==> src/sv/psh_pkg.sv <==
// Package for the per-segment stacked histogram.
// Sizes, function and status codes, register indexes and the queue item type.
// No dependencies.
package psh_pkg;

	localparam int MAX_BINS     = 256;
	localparam int MAX_SEGMENTS = 16;
	localparam int SAMPLE_BITS  = 16;

	localparam int SEG_W  = 4;
	localparam int BIN_W  = 8;
	localparam int NB_W   = 9;
	localparam int SC_W   = 5;
	localparam int DEN_W  = SAMPLE_BITS;
	localparam int NUM_W  = DEN_W + NB_W;
	localparam int ADDR_W = SEG_W + BIN_W;
	localparam int CNT_W  = 32;
	localparam int QK_W   = 4;

	localparam logic [1:0] FN_COUNT = 2'd0;
	localparam logic [1:0] FN_READ  = 2'd1;
	localparam logic [1:0] FN_CLEAR = 2'd2;

	localparam logic [1:0] ST_OK      = 2'd0;
	localparam logic [1:0] ST_BAD_SEG = 2'd1;
	localparam logic [1:0] ST_BAD_BIN = 2'd2;

	localparam logic [1:0] REG_MIN  = 2'd0;
	localparam logic [1:0] REG_MAX  = 2'd1;
	localparam logic [1:0] REG_BINS = 2'd2;
	localparam logic [1:0] REG_SEGS = 2'd3;

	typedef struct packed {
		logic [1:0]       kind;
		logic [1:0]       status;
		logic [SEG_W-1:0] seg;
		logic [BIN_W-1:0] bin;
		logic             need_div;
		logic [NUM_W-1:0] num;
		logic [DEN_W-1:0] den;
	} item_t;

endpackage

==> src/sv/psh_front.sv <==
// Front end of the histogram: configuration registers and item classification.
// Depends on psh_pkg.
module psh_front (
	input  logic                      clk,
	input  logic                      arst_n,
	input  logic                      wr_en,
	input  logic [1:0]                wr_index,
	input  logic [15:0]               wr_data,
	input  logic [1:0]                func,
	input  logic signed [15:0]        sample_value,
	input  logic [psh_pkg::SEG_W-1:0] segment_id,
	input  logic [psh_pkg::BIN_W-1:0] read_bin,
	output psh_pkg::item_t            item
);
	import psh_pkg::*;

	logic signed [15:0] range_min_q, range_max_q;
	logic [NB_W-1:0]    bin_count_q;
	logic [SC_W-1:0]    seg_count_q;
	logic [NB_W-1:0]    nb;
	logic               seg_ok;
	logic signed [16:0] diff_v, diff_r;
	logic [NB_W-1:0]    nb_m1;

	always_ff @(posedge clk or negedge arst_n) begin
		if (!arst_n) begin
			range_min_q <= 16'sd0;
			range_max_q <= 16'sd32767;
			bin_count_q <= 9'd64;
			seg_count_q <= 5'd16;
		end else if (wr_en) begin
			case (wr_index)
				REG_MIN:  range_min_q <= wr_data;
				REG_MAX:  range_max_q <= wr_data;
				REG_BINS: bin_count_q <= wr_data[NB_W-1:0];
				REG_SEGS: seg_count_q <= wr_data[SC_W-1:0];
				default: ;
			endcase
		end
	end

	always_comb begin
		if (bin_count_q == '0)
			nb = 9'd1;
		else if (bin_count_q > 9'(MAX_BINS))
			nb = 9'(MAX_BINS);
		else
			nb = bin_count_q;
		nb_m1  = nb - 9'd1;
		seg_ok = {1'b0, segment_id} < seg_count_q;
		diff_v = 17'(sample_value) - 17'(range_min_q);
		diff_r = 17'(range_max_q) - 17'(range_min_q);

		item          = '0;
		item.seg      = segment_id;
		item.den      = diff_r[15:0];
		item.num      = NUM_W'(diff_v[15:0]) * NUM_W'(nb);
		if (func == FN_COUNT) begin
			item.kind = FN_COUNT;
			if (range_max_q <= range_min_q || sample_value <= range_min_q)
				item.bin = '0;
			else if (sample_value >= range_max_q)
				item.bin = nb_m1[BIN_W-1:0];
			else
				item.need_div = 1'b1;
			item.status = seg_ok ? ST_OK : ST_BAD_SEG;
		end else begin
			item.kind = (func == FN_CLEAR) ? FN_CLEAR : FN_READ;
			item.bin  = read_bin;
			if (!seg_ok)
				item.status = ST_BAD_SEG;
			else if ({1'b0, read_bin} >= nb)
				item.status = ST_BAD_BIN;
			else
				item.status = ST_OK;
		end
	end
endmodule

==> config.mk <==
export PLATFORM = sky130hd
export DESIGN_NAME = psh_front
export DESIGN_NICKNAME = d
export VERILOG_FILES = /design/src/sv/psh_pkg.sv /design/src/sv/psh_front.sv
export SDC_FILE = /design/constraint.sdc
export NUM_CORES = 1
export LEC_CHECK = 0
export BUFFER_PORTS_ARGS = -buffer_cell sky130_fd_sc_hd__buf_2
export CAP_MARGIN = 20
export CORE_ASPECT_RATIO = 0.7
export CORE_MARGIN = 2
export CORE_UTILIZATION = 50
export CTS_CLUSTER_DIAMETER = 80
export DETAILED_ROUTE_END_ITERATION = 10
export PLACE_DENSITY = 0.75
export RECOVER_POWER = 100
export SETUP_SLACK_MARGIN = 0.02
export SLEW_MARGIN = 10
export SYNTH_ARGS = -nofsm -noshare
export SYNTH_HDL_FRONTEND = slang
export SYNTH_SLANG_ARGS = --single-unit
==> constraint.sdc <==
create_clock -name clk -period 12.9 [get_ports clk]
set_input_delay 2.58 -clock clk [delete_from_list [all_inputs] [get_ports clk]]
set_output_delay 2.58 -clock clk [all_outputs]
set_load 0.01 [all_outputs]
==> results.md <==
Outcome:
- The flow ran to the end, but the final reports show violations.
- The checks that failed: capacitance limit, slew limit.

Drt:
- The mean number of vias per cell is 5.49.
- In the routed design, unresolved DRC markers number 0.
- In the detailed route, the total length drawn on met3 is 1.97 mm.
- The total wire length is 21.5 mm.
- After detailed routing, the average wire length per cell comes to roughly 16 um.
- For this block, the via count after detailed routing is 7427.
- For this block, the initial DRC count from the detailed router was 574.
- The length of routed wiring on met1 is between 10 and 15 mm.
- The count of nets left with antenna violations once routing finished came out at 0.
- In this run the top signal layer used is met4.
- The detailed-routing iteration count for the pre-antenna-repair pass is 5.
- The met2 wire length is 8.89 mm.

Timing:
- The final-report hold violation count is 0.
- The final number of max-transition violations came to 38.
- The final critical path takes up 93.4% of the cycle.
- The post-layout minimum cycle time is 12.05 ns.
- The clock skew is 0 ns.
- The final setup TNS is 0 ns.
- Setup repair after global routing left no endpoint under its margin.
- The remaining max-slew budget at the tightest pin is -34.4%.
- At the pin with the least slew margin, the transition time is 2.02 ns.
- The final number of setup-violating endpoints is 0.
- The highest attainable clock frequency is ~83 MHz.

Clocking:
- The quantity of hold-fixing buffers added after cts is 0.
- The buffer levels on the longest clock path is 2.
- The number of gates resized after CTS is 0.
- TritonCTS built the clock tree.
- The later pin in the worst-skew pair is clocked with a latency of 0.29 ns.
- The CTS buffer count is 5.
- The clock sink total is 46.
- The H-tree was split into 2 levels.
- Post-CTS timing repair inserted 0 buffers for setup.
- The clock transition at the registers of the reported paths is 0.06 ns.
- The master cell of the clock root buffer is sky130_fd_sc_hd__clkbuf_16.

Logic synthesis:
- The sequential fraction of the synthesis area is 13.5%.
- For this run, asynchronously set or reset flops after synthesis account for 100%.
- The most instantiated flip-flop cell in the synthesis netlist is sky130_fd_sc_hd__dfrtp_1.
- The post-synthesis net count is ~1300.
- In this run, synthesis produced a sequential element count of 46.
- The Yosys step of the flow raised 0 warnings.
- The synthesized area divided by synthesized cell count is 8.46 um2.
- The synthesized netlist contains 57 unique library cells.
- The synthesized netlist occupies a cell area of 8690 um2.
- Synthesis handed over a netlist of 1028 instances.
- The number of flops mapped to enable cells by yosys is 0.

Layout:
- At the end of the flow, the number of nets in the layout was roughly 1400.
- The core occupancy in the finished layout is 55.7%.
- The number of antenna diodes in the final layout is 0.
- Leaving out filler cells and counting taps, the final layout contains 1353.
- Of the cells placed in the final design, the portion with a size suffix greater than 1 is between 10 and 15%.
- The area growth from synthesis to layout is 9.37%.

Global route:
- The initial antenna violation count came to 0.
- Entering global routing, the biggest net connects 47 pins.
- The first global-routing pass estimated ~36 mm of wire.
- The via count of the first global-routing pass is 7284.
- Global routing finished with a remaining overflow of 0.
- The aggregate global-route resource usage is 23.9%.

Placed design:
- Detailed placement finished with a half-perimeter wire length of 18.2 mm.
- The number of port buffers is 108.
- The global placement routability congestion is between 0.9 and 1.
- The instance count after placement with tap cells included is roughly 1300.

Critical path:
- Following the worst setup path forward leads to its endpoint at item[39].
- The most critical setup path has its startpoint at sample_value[5].
- The number of buffers and inverters on the critical path is 4.
- The kind of critical path is in2out.
- The critical path runs through a total of 23 cells.
- At the worst endpoint, the arrival time is roughly 9.5 ns.
- The cell family contributing the most delay on the critical path is adder cells.
- The largest single stage delay on the critical path is roughly 0.83 ns.
- In this run the worst path has a maximum fanout of 6.
- The worst reg-to-reg setup slack is 11.79 ns.
- The most prevalent standard cell on the critical path is sky130_fd_sc_hd__fa_1.
- For this design, the slowest cell found on the critical path is sky130_fd_sc_hd__a21boi_0.
- In this run the critical register-to-register path is launched from bin_count_q[8].
- The reg-to-reg critical path endpoint is bin_count_q[8].
- The number of cells on the worst reg-to-reg path is 1.
- Traced cell by cell, the critical path runs through buf_2 > ha_1 > a21o_1 > a221oi_2 > a21boi_0 > o31ai_4 > xnor2_1 > nor2_1 > fa_1 > fa_1 > fa_1 > inv_1 > fa_1 > inv_1 > ha_1 > a21o_1 > a21o_1 > a221o_1 > nor2_1 > o21ai_0 > a21oi_1 > xnor2_1 > buf_2.
- The endpoint kind of the worst setup timing path is an output port.
- The critical path startpoint category is an input port.
- The required time reported for the critical path endpoint is 10.32 ns.

Die:
- The width of the die is about 160 um.
- The total I/O pin count is 109.
- The vertical extent of the die is about 110 um.
- Once the floorplan was initialized, standard cells occupied approximately half of the core.
- In this run the core area contains 40 standard-cell rows.
- After floorplanning, the core was sized to cover between 15000 and 20000 um2.
- The die footprint is between 15000 and 20000 um2.

Job:
- The max-cap violation count is 1.

Hold path:
- In this run the worst hold path is classified as reg2reg.
worst min-delay path by stage:
stage / startpoint / end / slack [ns] / cells after the start
2_1_floorplan: seg_count_q[1] / seg_count_q[1] / 0.48 / 1
3_3_place_gp: seg_count_q[1] / seg_count_q[1] / 0.50 / 1
3_5_place_dp: seg_count_q[1] / seg_count_q[1] / 0.49 / 1
4_1_cts: seg_count_q[1] / seg_count_q[1] / 0.52 / 1
5_1_grt: seg_count_q[1] / seg_count_q[1] / 0.53 / 1
6_report: seg_count_q[1] / seg_count_q[1] / 0.52 / 1
sequential cells by signal, indices dropped and copies added, names as in the netlist:
name,flops
bin_count_q,9
seg_count_q,5
range_max_q,16
range_min_q,16
routing by layer:
layer / GRT usage, % / vias up
met2: 35.1 / 320
met3: 5.51 / 22
met4: 2.86 / 0
li1: - / 3522
met1: 36.9 / 3563
met5: 0 / -
placed cells by master (no fill, tap or decap), types with 37 or more instances in the layout:
cell	Yosys	routed
sky130_fd_sc_hd__fa_1	101	101
sky130_fd_sc_hd__inv_1	184	184
sky130_fd_sc_hd__o21ai_0	49	49
sky130_fd_sc_hd__nand2_1	94	94
sky130_fd_sc_hd__a21oi_1	43	43
sky130_fd_sc_hd__buf_2	0	53
sky130_fd_sc_hd__xnor2_1	37	37
sky130_fd_sc_hd__clkbuf_1	21	57
sky130_fd_sc_hd__ha_1	105	105
sky130_fd_sc_hd__nor2_1	104	104
through the flow:
stage               hold slack [ns]  area, um2  setup WS, ns
global placement              0.496       9430          1.32
global route                  0.526       9510         0.357
floorplan                     0.479       8690          1.93
detailed placement            0.494       9430          1.16
finish                        0.520       9510         0.849
CTS                           0.520       9580          1.12
cell type report:
type	instances	area [um2]
multi-input combinational	771	6700
sequential	46	1170
inverter	184	691
tap	231	289
clock buffer	6	139
clock inverter	2	12.5
timing repair buffer	113	502
fill	1584	7560
kinds of logic after synthesis:
family	after synthesis	synth area share (%)
AND/OR/NAND/NOR	306	15.9
multiplexers	33	4.28
adder cells (fa/ha/maj)	206	38.4
flip-flops	46	13.5
XOR/XNOR	52	5.41
AO/OA/AOI/OAI	174	13.2
buffers and inverters	211	9.28
Yosys cell counts (3+ instances only):
| master | n | area, um2 |
|---|---|---|
| sky130_fd_sc_hd__a211oi_1 | 7 | 52.6 |
| sky130_fd_sc_hd__a21o_1 | 25 | 188 |
| sky130_fd_sc_hd__a21oi_1 | 43 | 215 |
| sky130_fd_sc_hd__a21oi_2 | 3 | 26.3 |
| sky130_fd_sc_hd__a31oi_1 | 5 | 31.3 |
| sky130_fd_sc_hd__and2_1 | 14 | 87.6 |
| sky130_fd_sc_hd__and3_1 | 7 | 43.8 |
| sky130_fd_sc_hd__buf_4 | 4 | 30.0 |
| sky130_fd_sc_hd__clkbuf_1 | 21 | 78.8 |
| sky130_fd_sc_hd__dfrtp_1 | 29 | 726 |
| sky130_fd_sc_hd__dfstp_2 | 17 | 447 |
| sky130_fd_sc_hd__fa_1 | 101 | 2020 |
| sky130_fd_sc_hd__ha_1 | 105 | 1310 |
| sky130_fd_sc_hd__inv_1 | 184 | 691 |
| sky130_fd_sc_hd__mux2_2 | 33 | 372 |
| sky130_fd_sc_hd__nand2_1 | 94 | 353 |
| sky130_fd_sc_hd__nand2b_1 | 18 | 113 |
| sky130_fd_sc_hd__nand3_1 | 18 | 90.1 |
| sky130_fd_sc_hd__nand4_1 | 4 | 25.0 |
| sky130_fd_sc_hd__nor2_1 | 104 | 390 |
| sky130_fd_sc_hd__nor2b_1 | 13 | 81.3 |
| sky130_fd_sc_hd__nor3_1 | 18 | 90.1 |
| sky130_fd_sc_hd__nor4_1 | 5 | 31.3 |
| sky130_fd_sc_hd__o211ai_1 | 5 | 37.5 |
| sky130_fd_sc_hd__o21a_1 | 7 | 52.6 |
| sky130_fd_sc_hd__o21ai_0 | 49 | 245 |
| sky130_fd_sc_hd__o31a_1 | 3 | 26.3 |
| sky130_fd_sc_hd__xnor2_1 | 37 | 324 |
| sky130_fd_sc_hd__xor2_1 | 13 | 114 |
Power is not shown: default switching activity piles up to over one toggle a cycle in this logic, so the estimate is an artifact.
