==> src/sv/psh_pkg.sv <==
// Package for the per-segment stacked histogram.
// Sizes, function and status codes, register indexes and the queue item type.
// No dependencies.
package psh_pkg;

	localparam int MAX_BINS     = 256;
	localparam int MAX_SEGMENTS = 16;
	localparam int SAMPLE_BITS  = 16;

	localparam int SEG_W  = 4;
	localparam int BIN_W  = 8;
	localparam int NB_W   = 9;
	localparam int SC_W   = 5;
	localparam int DEN_W  = SAMPLE_BITS;
	localparam int NUM_W  = DEN_W + NB_W;
	localparam int ADDR_W = SEG_W + BIN_W;
	localparam int CNT_W  = 32;
	localparam int QK_W   = 4;

	localparam logic [1:0] FN_COUNT = 2'd0;
	localparam logic [1:0] FN_READ  = 2'd1;
	localparam logic [1:0] FN_CLEAR = 2'd2;

	localparam logic [1:0] ST_OK      = 2'd0;
	localparam logic [1:0] ST_BAD_SEG = 2'd1;
	localparam logic [1:0] ST_BAD_BIN = 2'd2;

	localparam logic [1:0] REG_MIN  = 2'd0;
	localparam logic [1:0] REG_MAX  = 2'd1;
	localparam logic [1:0] REG_BINS = 2'd2;
	localparam logic [1:0] REG_SEGS = 2'd3;

	typedef struct packed {
		logic [1:0]       kind;
		logic [1:0]       status;
		logic [SEG_W-1:0] seg;
		logic [BIN_W-1:0] bin;
		logic             need_div;
		logic [NUM_W-1:0] num;
		logic [DEN_W-1:0] den;
	} item_t;

endpackage

==> src/sv/psh_fifo.sv <==
// Two-entry queue of classified items between front and back ends.
// Depends on psh_pkg.
module psh_fifo (
	input  logic           clk,
	input  logic           arst_n,
	input  logic           wr,
	input  psh_pkg::item_t wdata,
	input  logic           rd,
	output psh_pkg::item_t rdata,
	output logic           full,
	output logic           empty
);
	import psh_pkg::*;

	item_t      ent_q [2];
	logic       wp_q, rp_q;
	logic [1:0] cnt_q;

	assign full  = cnt_q == 2'd2;
	assign empty = cnt_q == 2'd0;
	assign rdata = ent_q[rp_q];

	always_ff @(posedge clk) begin
		if (wr)
			ent_q[wp_q] <= wdata;
	end

	always_ff @(posedge clk or negedge arst_n) begin
		if (!arst_n) begin
			wp_q  <= 1'b0;
			rp_q  <= 1'b0;
			cnt_q <= 2'd0;
		end else begin
			if (wr)
				wp_q <= ~wp_q;
			if (rd)
				rp_q <= ~rp_q;
			cnt_q <= cnt_q + 2'(wr) - 2'(rd);
		end
	end
endmodule

==> config.mk <==
export PLATFORM = sky130hd
export DESIGN_NAME = psh_fifo
export DESIGN_NICKNAME = d
export VERILOG_FILES = /design/src/sv/psh_pkg.sv /design/src/sv/psh_fifo.sv
export SDC_FILE = /design/constraint.sdc
export NUM_CORES = 1
export LEC_CHECK = 0
export BUFFER_PORTS_ARGS = -buffer_cell sky130_fd_sc_hd__buf_2
export CORE_ASPECT_RATIO = 1.25
export CORE_MARGIN = 2
export CORE_UTILIZATION = 40
export DETAILED_ROUTE_END_ITERATION = 16
export GPL_TIMING_DRIVEN = 0
export SLEW_MARGIN = 20
export SYNTH_ARGS = -nofsm -noshare
export SYNTH_HDL_FRONTEND = slang
export SYNTH_SLANG_ARGS = --single-unit
==> constraint.sdc <==
create_clock -name clk -period 4.4 [get_ports clk]
set_input_delay 0.44 -clock clk [delete_from_list [all_inputs] [get_ports clk]]
set_output_delay 0.44 -clock clk [all_outputs]
set_load 0.02 [all_outputs]
==> flow_summary.yaml, run 1 <==
synth:
  synth_area_leaders: "edfxtp_1 79%, mux2_2 12%, mux2_4 3.4%"
  synth-seq-area-share_pct: 80.9
  syn_area_um2: 4430
  ys_ff_latch: 120
  synth_top_area_cell: "edfxtp_1"
  syn-instance-count: 196
  netlist_top_cells_count: "116 x edfxtp_1, 48 x mux2_2, 10 x mux2_4, 4 x buf_2, 4 x dfrtp_1"
  yosys_warnings: 0
  yosys_most_used_dff: "edfxtp_1"
  synth_edf_count: 116
  yosysMostFrequentCell: "edfxtp_1"
  ys_types: 14
  synth_fp_nets: 260
  avgSynthCellArea_um2: 22.6
  yosysTopAreaCellShare_pct: 78.7
  ys_async_sr_fraction_pct: 3.33
clock_tree:
  cts_setup_buffers: 0
  cts-resized-gates: 0
  clk_latency_ns: 0.40
  clockBufferDepth: 2
  cts.hold.buffers_added: 1
  cts-root-buf: "clkbuf_16"
  numCtsBuffers: 17
  cts_num_sinks: 120
  cts_tree: "built"
  clkTransAtPathRegs_ns: 0.05
  htree_levels: 4
final_layout:
  area_growth_pct: 32.0
  post-route-cell-area_um2: 5840
  multiInputGateArea_um2: 790
  final_cells: 484
  drive_above_1_share_pct: 61.4
  regArea_um2: 3580
  nNetsFinal: 404
  num_antenna_cells: 0
  fillCellCount: 897
detailed_routing:
  drc: 0
  dr.first_iter.drc_count: 93
  vias: 2286
  antenna_left: 0
  viasPerCell: 4.72
  routedWlPerCell_um: 16.0
  routed_wl_um: 7740
  first_pass_iters: 4
sta:
  slew_headroom_pct: 68.7
  drv_slew: 0
  tightest_slew_ns: 0.469
  fmax_ghz: 0.478
  fin_worst_skew_ns: 0.00322
  fin_ws_ns: 2.31
  min_period_ns: 2.09
  hold_viol: 0
  setup_viol: 0
  fin_crit_sh_pct: 47.5
  grt_setup_unrepaired: "no"
pwr:
  comb_power_share_pct: 30.5
  clock_power_share_pct: 31.6
  powerDensity_nw_per_um2: 710
  internal-power_w: 0.00293
  leakage_nw: 2.29
  p_seq_share_pct: 37.9
  power.switching_w: 0.00122
  irDropWorstVdd_v: 0.000382
  total_power_w: 0.00415
  swShare_pct: 29.4
worst_setup_path:
  cp_max_fo: 10
  critPathKind: "flop to output pin"
  cp-end-kind: "output pin"
  required_ns: 3.96
  cp.arrival_ns: 1.65
  start_kind: "flop"
floorplanning:
  die_w_um: 98.1
  die_area_um2: 11900
  initial_core_util_pct: 41.5
  core_area_um2: 10700
  pin_count: 122
  die_h_um: 122
  rows: 42
global_route:
  antenna_found_initial: 0
  grt_max_degree: 35
  grt_pass1_wl_um: 12100
  grt-ovfl-total: 0
  grt_pass1_vias: 2421
  grt_use_total_pct: 13.7
placement:
  place_hpwl_um: 5030
  io_buffer_count: 121
  gp_congestion: 0.659
  pre_cts_ws_ns: 2.70
  dp_cells: 452
  placed_area_um2: 5270
min_path:
  min_path_type: "input port to flop"
outcome:
  status: "finished clean"
job:
  maxCapViolations: 0
## power groups by stage
stage / logic [W] / registers, W / clock network, W
finish: 0.00126 / 0.00157 / 0.00131
global route: 0.00136 / 0.00159 / 0.00140
CTS: 0.00129 / 0.00158 / 0.00135
detailed placement: 0.00129 / 0.00160 / 0
global placement: 0.00124 / 0.00161 / 0
floorplan: 0.000883 / 0.00160 / 0
## metal layers
metal / track usage (%) / wire [um] / up-vias
li1: - / - / 1067
met1: 15.5 / 3120 / 1128
met2: 22.6 / 4070 / 82
met3: 5.16 / 430 / 9
met4: 7.12 / 122 / 0
met5: 0 / 0 / -
## kinds of logic after synthesis
family	count (synthesis)	share of synthesized area, %
xor+xnor	3	0.932
simple gates	4	0.509
buf+inv	9	1.47
fa+ha+maj	2	0.565
flops	120	80.9
mux	58	15.6
## final cells by class
cell class / count / share of cell area, %
clock inverters: 13 / 2.33
plain buffers: 7 / 0.985
inverters: 2 / 0.128
flip-flops and latches: 120 / 61.3
multi-input cells: 67 / 13.5
clock buffers: 18 / 7.34
repair buffers: 125 / 11.6
well taps: 132 / 2.83
## worst max-delay path: stages (launching register included)
cell and delay (ns):
dfrtp_1 0.37, buf_6 0.12, buf_6 0.15, buf_8 0.16
mux2_4 0.30, buf_2 0.16
## placed cells by master (no fill, tap or decap), drive strengths merged
| master | synthesis | layout |
|---|---|---|
| nor2b | 2 | 2 |
| and2 | 1 | 1 |
| inv | 2 | 2 |
| xor2 | 2 | 2 |
| dfrtp | 4 | 4 |
| xor3 | 1 | 1 |
| nor2 | 1 | 1 |
| dlygate4sd3 | 0 | 1 |
| clkinv | 0 | 9 |
| bufinv | 0 | 3 |
| ha | 2 | 2 |
| clkbuf | 0 | 18 |
| mux2 | 58 | 58 |
| clkinvlp | 0 | 1 |
| edfxtp | 116 | 116 |
| buf | 7 | 131 |
## final timing paths
path / start / to / slack (ns) / depth (start not counted)
worst min register to register: wp_q / wp_q / 0.57 / 1
min in group asynchronous: arst_n / cnt_q[0] / 0.37 / 2
max in group asynchronous: arst_n / rp_q / 3.91 / 2
worst max-delay path: rp_q / rdata[44] / 2.31 / 5
worst max register to register: wp_q / ent_q[1][11] / 2.94 / 2
worst min-delay path: wdata[54] / ent_q[1][54] / 0.23 / 1
## sequential cells by signal, summed over array words and instances, names as in the netlist
name / flops
cnt_q: 2
ent_q: 116
rp_q: 1
wp_q: 1
## through the flow
step	setup TNS (ns)	hold WS, ns	util, %
final	0	0.230	54.8
after global routing	0	0.206	54.8
after CTS	0	0.208	54.8
after detailed placement	0	0.254	49.4
after global placement	-47.00	0.247	48.7
after floorplan	0	0.144	-
Note: power is estimated with default switching activity, not from simulation.
==> run 2, diff against run 1 <==
--- a/config.mk
+++ b/config.mk
@@ -5,12 +5,14 @@
 export SDC_FILE = /design/constraint.sdc
 export NUM_CORES = 1
 export LEC_CHECK = 0
+export ABC_AREA = 1
 export BUFFER_PORTS_ARGS = -buffer_cell sky130_fd_sc_hd__buf_2
 export CORE_ASPECT_RATIO = 1.25
 export CORE_MARGIN = 2
 export CORE_UTILIZATION = 40
 export DETAILED_ROUTE_END_ITERATION = 16
 export GPL_TIMING_DRIVEN = 0
+export PLACE_DENSITY = 0.66
 export SLEW_MARGIN = 20
 export SYNTH_ARGS = -nofsm -noshare
 export SYNTH_HDL_FRONTEND = slang
==> constraint.sdc (replaced) <==
create_clock -name clk -period 1.8 [get_ports clk]
set_input_delay 0.18 -clock clk [delete_from_list [all_inputs] [get_ports clk]]
set_output_delay 0.18 -clock clk [all_outputs]
set_load 0.02 [all_outputs]
==> run 2 against run 1 <==
- die area rose by 6.6%
- register-to-register slack got worse by 2.7 ns
- synthesized cell count is 67% higher
- wire length grew 29%
- sequential power increased by 150%
- area after synthesis grew 6.9%
- clock skew rose by 0.0041 ns
- utilization up 4.1 points
- critical endpoint is now rdata[21]
- largest power group is now combinational cells
==> flow_summary.yaml, run 2 <==
sta:
  slew_headroom_pct: 71.8
  min_period_ns: 1.69
  fin_worst_skew_ns: 0.00732
  fmax_ghz: 0.593
  fin_crit_sh_pct: 93.7
  hold_viol: 0
  drv_slew: 0
  setup_viol: 0
  grt_setup_unrepaired: "no"
  fin_ws_ns: 0.113
  tightest_slew_ns: 0.423
  fin_hold_ws_ns: 0.0249
min_path:
  min_delay_path_depth: 2
  hp-start: "wr"
  worst_hold_path.endpoint: "wp_q"
  min_path_type: "input port to flop"
synth:
  yosysMostFrequentCell: "edfxtp_1"
  yosys_warnings: 0
  synth-seq-area-share_pct: 75.7
  synth-xor-area-share_pct: 0.370
  ys_async_sr_fraction_pct: 3.33
  synth_fa_ha_area_share_pct: 0.529
  synth_edf_count: 116
  synth_fp_nets: 392
  yosys.area_share.simple_pct: 7.01
  avgSynthCellArea_um2: 14.4
  ys_types: 17
  synth_area_leaders: "edfxtp_1 74%, o21ai_2 5.6%, inv_1 5.2%"
  syn_area_um2: 4730
  netlist_top_cells_count: "116 x edfxtp_1, 65 x inv_1, 34 x nand2_1, 30 x nand2_2, 30 x o21ai_2"
  synth_top_area_cell: "edfxtp_1"
  synth_top_family_by_area: "compound AO/OA/AOI/OAI gates"
  synth-compound-area-share_pct: 8.51
  muxShareOfSynthArea_pct: 0
  syn-instance-count: 328
  yosys_most_used_dff: "edfxtp_1"
  yosysTopAreaCellShare_pct: 73.6
  ys_ff_latch: 120
final_layout:
  nNetsFinal: 597
  top_regs: "ent_q: 116 flops, cnt_q: 2 flops"
  mostFrequentLayoutCell: "buf_2"
  area_growth_pct: 43.9
  final_cell_mix: "125 x buf_2, 116 x edfxtp_1, 64 x inv_1"
  fillCellCount: 942
  regMostFlops: "ent_q"
  num_antenna_cells: 0
  largest_register_ffs: 116
  finalCoreUtilization_pct: 58.9
  drive_above_1_share_pct: 41.7
floorplanning:
  core_area_um2: 11600
  initial_core_util_pct: 40.9
  pin_count: 122
  die_area_um2: 12700
  rows: 44
  die_w_um: 101
  die_h_um: 126
detailed_routing:
  routedWlPerCell_um: 14.6
  dr.first_iter.drc_count: 136
  antenna_left: 0
  routed_wl_um: 9990
  drc: 0
  viasPerCell: 4.58
  first_pass_iters: 4
  vias: 3127
worst_setup_path:
  cp.arrival_ns: 1.51
  required_ns: 1.62
  cp_max_fo: 10
  reg2reg_slack_ns: 0.21
  start_kind: "flop"
  critPathKind: "flop to output pin"
  cp-end-kind: "output pin"
  rr_endpoint: "ent_q[1][2]"
  timing.rr.start: "wp_q"
  worstRegToRegCells: 3
clock_tree:
  clockBufferDepth: 2
  cts_tree: "built"
  cts-root-buf: "clkbuf_16"
  cts_num_sinks: 120
  clk_latency_ns: 0.40
  htree_levels: 4
  numCtsBuffers: 17
  cts_setup_buffers: 0
  clkTransAtPathRegs_ns: 0.05
global_route:
  antenna_found_initial: 0
  grt-ovfl-total: 0
  grt_pass1_vias: 3329
  grt_max_degree: 31
  grt_use_total_pct: 16.4
  grt_pass1_wl_um: 15700
pwr:
  irDropWorstVdd_v: 0.000898
  total_power_w: 0.0111
  leakage_nw: 2.91
  powerDensity_nw_per_um2: 1640
job:
  maxCapViolations: 0
placement:
  io_buffer_count: 121
  gp_congestion: 0.717
  place_hpwl_um: 6280
  pre_cts_ws_ns: -0.0751
outcome:
  status: "finished clean"
-- run 2: changes by cell type in the layout (fill, tap and decap cells not counted), moves of 10 or more --
cell           before  now
dlygate4sd3_1       1   60
inv_1               2   64
nand2_2             0   31
o21ai_0             0   26
nand2_1             0   33
mux2_4             10    0
o21ai_2             0   30
mux2_2             48    0
-- run 2: worst max-delay path by stage --
| stage | start | end | slack (ns) | cells past startpoint |
|---|---|---|---|---|
| after floorplan | wp_q | ent_q[1][0] | 0.06 | 2 |
| after global placement | wp_q | ent_q[1][34] | -0.49 | 2 |
| after detailed placement | wp_q | ent_q[1][29] | -0.08 | 3 |
| after CTS | wp_q | ent_q[1][43] | -0.06 | 3 |
| after global routing | rp_q | rdata[12] | 0.01 | 4 |
| final | rp_q | rdata[21] | 0.11 | 4 |
-- run 2: timing repair --
action / CTS / global route
setup endpoints to repair: 29 / 35
cloned: 0 / 1
gates resized for setup: 1 / 5
hold buffers: 60 / 0
hold endpoints to repair: 121 / 0
-- run 2: area by class of cell --
cell class	count	area [um2]	area share (%)
Buffer	13	134	1.97
Clock buffer	20	437	6.41
Clock inverter	11	131	1.93
Inverter	65	248	3.64
Multi-Input combinational cell	130	787	11.6
Sequential cell	120	3580	52.6
Tap cell	138	173	2.53
Timing Repair Buffer	185	1310	19.3
Timing Repair inverter	1	7.51	0.110
-- run 2: cells by family after synthesis --
group	count (synthesis)
xor gates and xnor gates	2
adders and majority gates	2
and+or+nand+nor	68
DFF	120
buffers and inverters	78
AOI/OAI and AO/OA	58
-- run 2: metal layers --
layer  GRT usage [%]  vias to the layer above  routed length [um]
li1                -                     1517                   -
met4            6.36                        0                 137
met5               0                        -                   0
met1            17.3                     1509                3890
met2            29.5                       93                5550
met3            5.38                        8                 411
-- run 2: per-stage QoR --
step                      std cells  instance area [um2]  TNS, ns
final                           683                 6810        0
after global routing            683                 6810        0
after CTS                       682                 6800    -1.67
after detailed placement        591                 5630    -2.11
after global placement          587                 5520   -52.65
after floorplan                 328                 4740        0
-- run 2: worst max-delay path, cell delays in order, from the launching register on --
cell and delay [ns]:
dfrtp_1 0.37, buf_6 0.14, buf_2 0.17, o21ai_0 0.21, buf_2 0.21
-- run 2: where the power goes --
group | leakage, nW | internal, W | switching (W)
clock | 0.272 | 0.00214 | 0.00109
combinational | 1.50 | 0.00144 | 0.00259
sequential | 1.14 | 0.00372 | 0.000164
total | 2.91 | 0.00729 | 0.00385
==> run 3, diff against run 2 <==
--- a/config.mk
+++ b/config.mk
@@ -10,9 +10,11 @@
 export CORE_ASPECT_RATIO = 1.25
 export CORE_MARGIN = 2
 export CORE_UTILIZATION = 40
+export CTS_BUF_LIST = sky130_fd_sc_hd__clkbuf_16
 export DETAILED_ROUTE_END_ITERATION = 16
 export GPL_TIMING_DRIVEN = 0
 export PLACE_DENSITY = 0.66
+export SKIP_LAST_GASP = 1
 export SLEW_MARGIN = 20
 export SYNTH_ARGS = -nofsm -noshare
 export SYNTH_HDL_FRONTEND = slang
==> run 3 against run 2 <==
- the run now ends with negative setup slack left
- first-iteration DRC count down 3.7%
- die area unchanged
- utilization unchanged
- largest cell class unchanged
==> flow_summary.yaml, run 3 (synthesis results as in run 2) <==
worst_setup_path:
  worstPathCellList: "nand2_1 -> clkinvlp_4 -> buf_12"
  critPathKind: "flop to flop"
  cp.arrival_ns: 1.97
  worstRegToRegCells: 3
  reg2reg_slack_ns: -0.03
  start_kind: "flop"
  rr_endpoint: "ent_q[1][2]"
  cp_max_fo: 30
  required_ns: 1.93
  cp-end-kind: "flop"
  cp_slowest_cell: "clkinvlp_4"
  timing.rr.start: "wp_q"
  critPathMaxStageDelay_ns: 0.58
floorplanning:
  die_h_um: 126
  die_w_um: 101
  rows: 44
  pin_count: 122
  die_area_um2: 12700
  core_area_um2: 11600
  initial_core_util_pct: 40.9
pwr:
  powerDensity_nw_per_um2: 1630
  power.switching_w: 0.00383
  p_seq_share_pct: 34.9
  irDropWorstVdd_v: 0.000990
  clock_power_share_pct: 29.0
  internal-power_w: 0.00728
  comb_power_share_pct: 36.1
  leakage_nw: 2.93
  total_power_w: 0.0111
  swShare_pct: 34.5
sta:
  drv_slew: 0
  fin_hold_ws_ns: 0.0518
  fmax_ghz: 0.545
  fin_crit_sh_pct: 102
  hold_viol: 0
  min_period_ns: 1.83
  tightest_slew_ns: 0.720
  fin_ws_ns: -0.0335
  slew_headroom_pct: 51.9
  fin_worst_skew_ns: 0.00663
  fin_setup_tns_ns: -0.564
  setup_viol: 26
  grt_setup_unrepaired: "yes"
placement:
  io_buffer_count: 121
  gp_congestion: 0.717
  place_hpwl_um: 6280
detailed_routing:
  antenna_left: 0
  viasPerCell: 4.56
  dr_wl_met2_um: 5390
  dr.first_iter.drc_count: 131
  vias: 3114
  routedWlPerCell_um: 14.3
  drc: 0
  met3_length_um: 386
  first_pass_iters: 4
  wl_met1_um: 3850
  top_layer_used: "met4"
  routed_wl_um: 9800
clock_tree:
  clockBufferDepth: 2
  clkTransAtPathRegs_ns: 0.05
  cts_tree: "built"
  cts-root-buf: "clkbuf_16"
  cts_num_sinks: 120
  cts_setup_buffers: 0
  clk_latency_ns: 0.40
  htree_levels: 4
  numCtsBuffers: 17
final_layout:
  largest_register_ffs: 116
  top_regs: "ent_q: 116 flops, cnt_q: 2 flops"
  drive_above_1_share_pct: 41.3
  final_cell_mix: "125 x buf_2, 116 x edfxtp_1, 67 x inv_1"
  nNetsFinal: 597
  finalCoreUtilization_pct: 58.9
  regMostFlops: "ent_q"
  mostFrequentLayoutCell: "buf_2"
  num_antenna_cells: 0
  area_growth_pct: 43.9
job:
  maxCapViolations: 0
outcome:
  violations: "negative setup slack"
  status: "finished, violations left"
global_route:
  grt-ovfl-total: 0
  antenna_found_initial: 0
  grt_pass1_vias: 3311
  grt_max_degree: 31
  grt_pass1_wl_um: 15700
  grt_use_total_pct: 16.3
min_path:
  worst_hold_path.endpoint: "cnt_q[0]"
  hp-start: "wr"
  min_delay_path_depth: 2
  min_path_type: "input port to flop"
==> run 3: worst max path at each step <==
stage | startpoint | slack [ns] | to | depth (start not counted)
2_1_floorplan | wp_q | 0.06 | ent_q[1][0] | 2
3_3_place_gp | wp_q | -0.49 | ent_q[1][34] | 2
3_5_place_dp | wp_q | -0.08 | ent_q[1][29] | 3
4_1_cts | wp_q | -0.09 | ent_q[1][43] | 3
5_1_grt | wp_q | -0.16 | ent_q[1][41] | 3
6_report | wp_q | -0.03 | ent_q[1][2] | 3
==> run 3: critical path: cells and delay by family (launching register included) <==
kind / cells / cell delay, ns
AND/OR/NAND/NOR: 1 / 0.12
flip-flops: 1 / 0.42
buffers and inverters: 2 / 1.00
==> run 3: power by group through the flow <==
stage | Clock, W | Combinational (W) | Sequential, W
floorplan | 0 | 0.00259 | 0.00391
global placement | 0 | 0.00373 | 0.00393
detailed placement | 0 | 0.00395 | 0.00394
CTS | 0.00329 | 0.00406 | 0.00388
global route | 0.00341 | 0.00436 | 0.00393
finish | 0.00322 | 0.00401 | 0.00388
==> run 3: per-stage QoR <==
stage | cell area (um2) | setup slack (ns) | instances
6_report | 6810 | -0.0335 | 683
3_3_place_gp | 5520 | -0.495 | 587
4_1_cts | 6800 | -0.0866 | 683
3_5_place_dp | 5630 | -0.0751 | 591
5_1_grt | 6810 | -0.162 | 683
2_1_floorplan | 4740 | 0.0609 | 328
==> run 3: timing repair <==
action                                 CTS  global route
resized for setup                        0             4
pin swaps                                0             0
endpoints found under the hold margin  122             0
hold buffers                            61             0
setup endpoints to repair               29            35
==> run 3: layer usage <==
layer / global-route usage (%) / vias to the layer above
met5: 0 / -
met4: 6.36 / 0
met3: 5.38 / 11
met2: 29.3 / 92
met1: 17.4 / 1490
li1: - / 1521
==> run 3: layout make-up <==
type | count | area [um2]
clock inverter | 14 | 143
timing repair buffer | 186 | 1320
inverter | 65 | 248
sequential | 120 | 3580
tap | 138 | 173
buffer | 13 | 134
clock buffer | 17 | 425
fill | 941 | 4750
multi-input combinational | 130 | 785
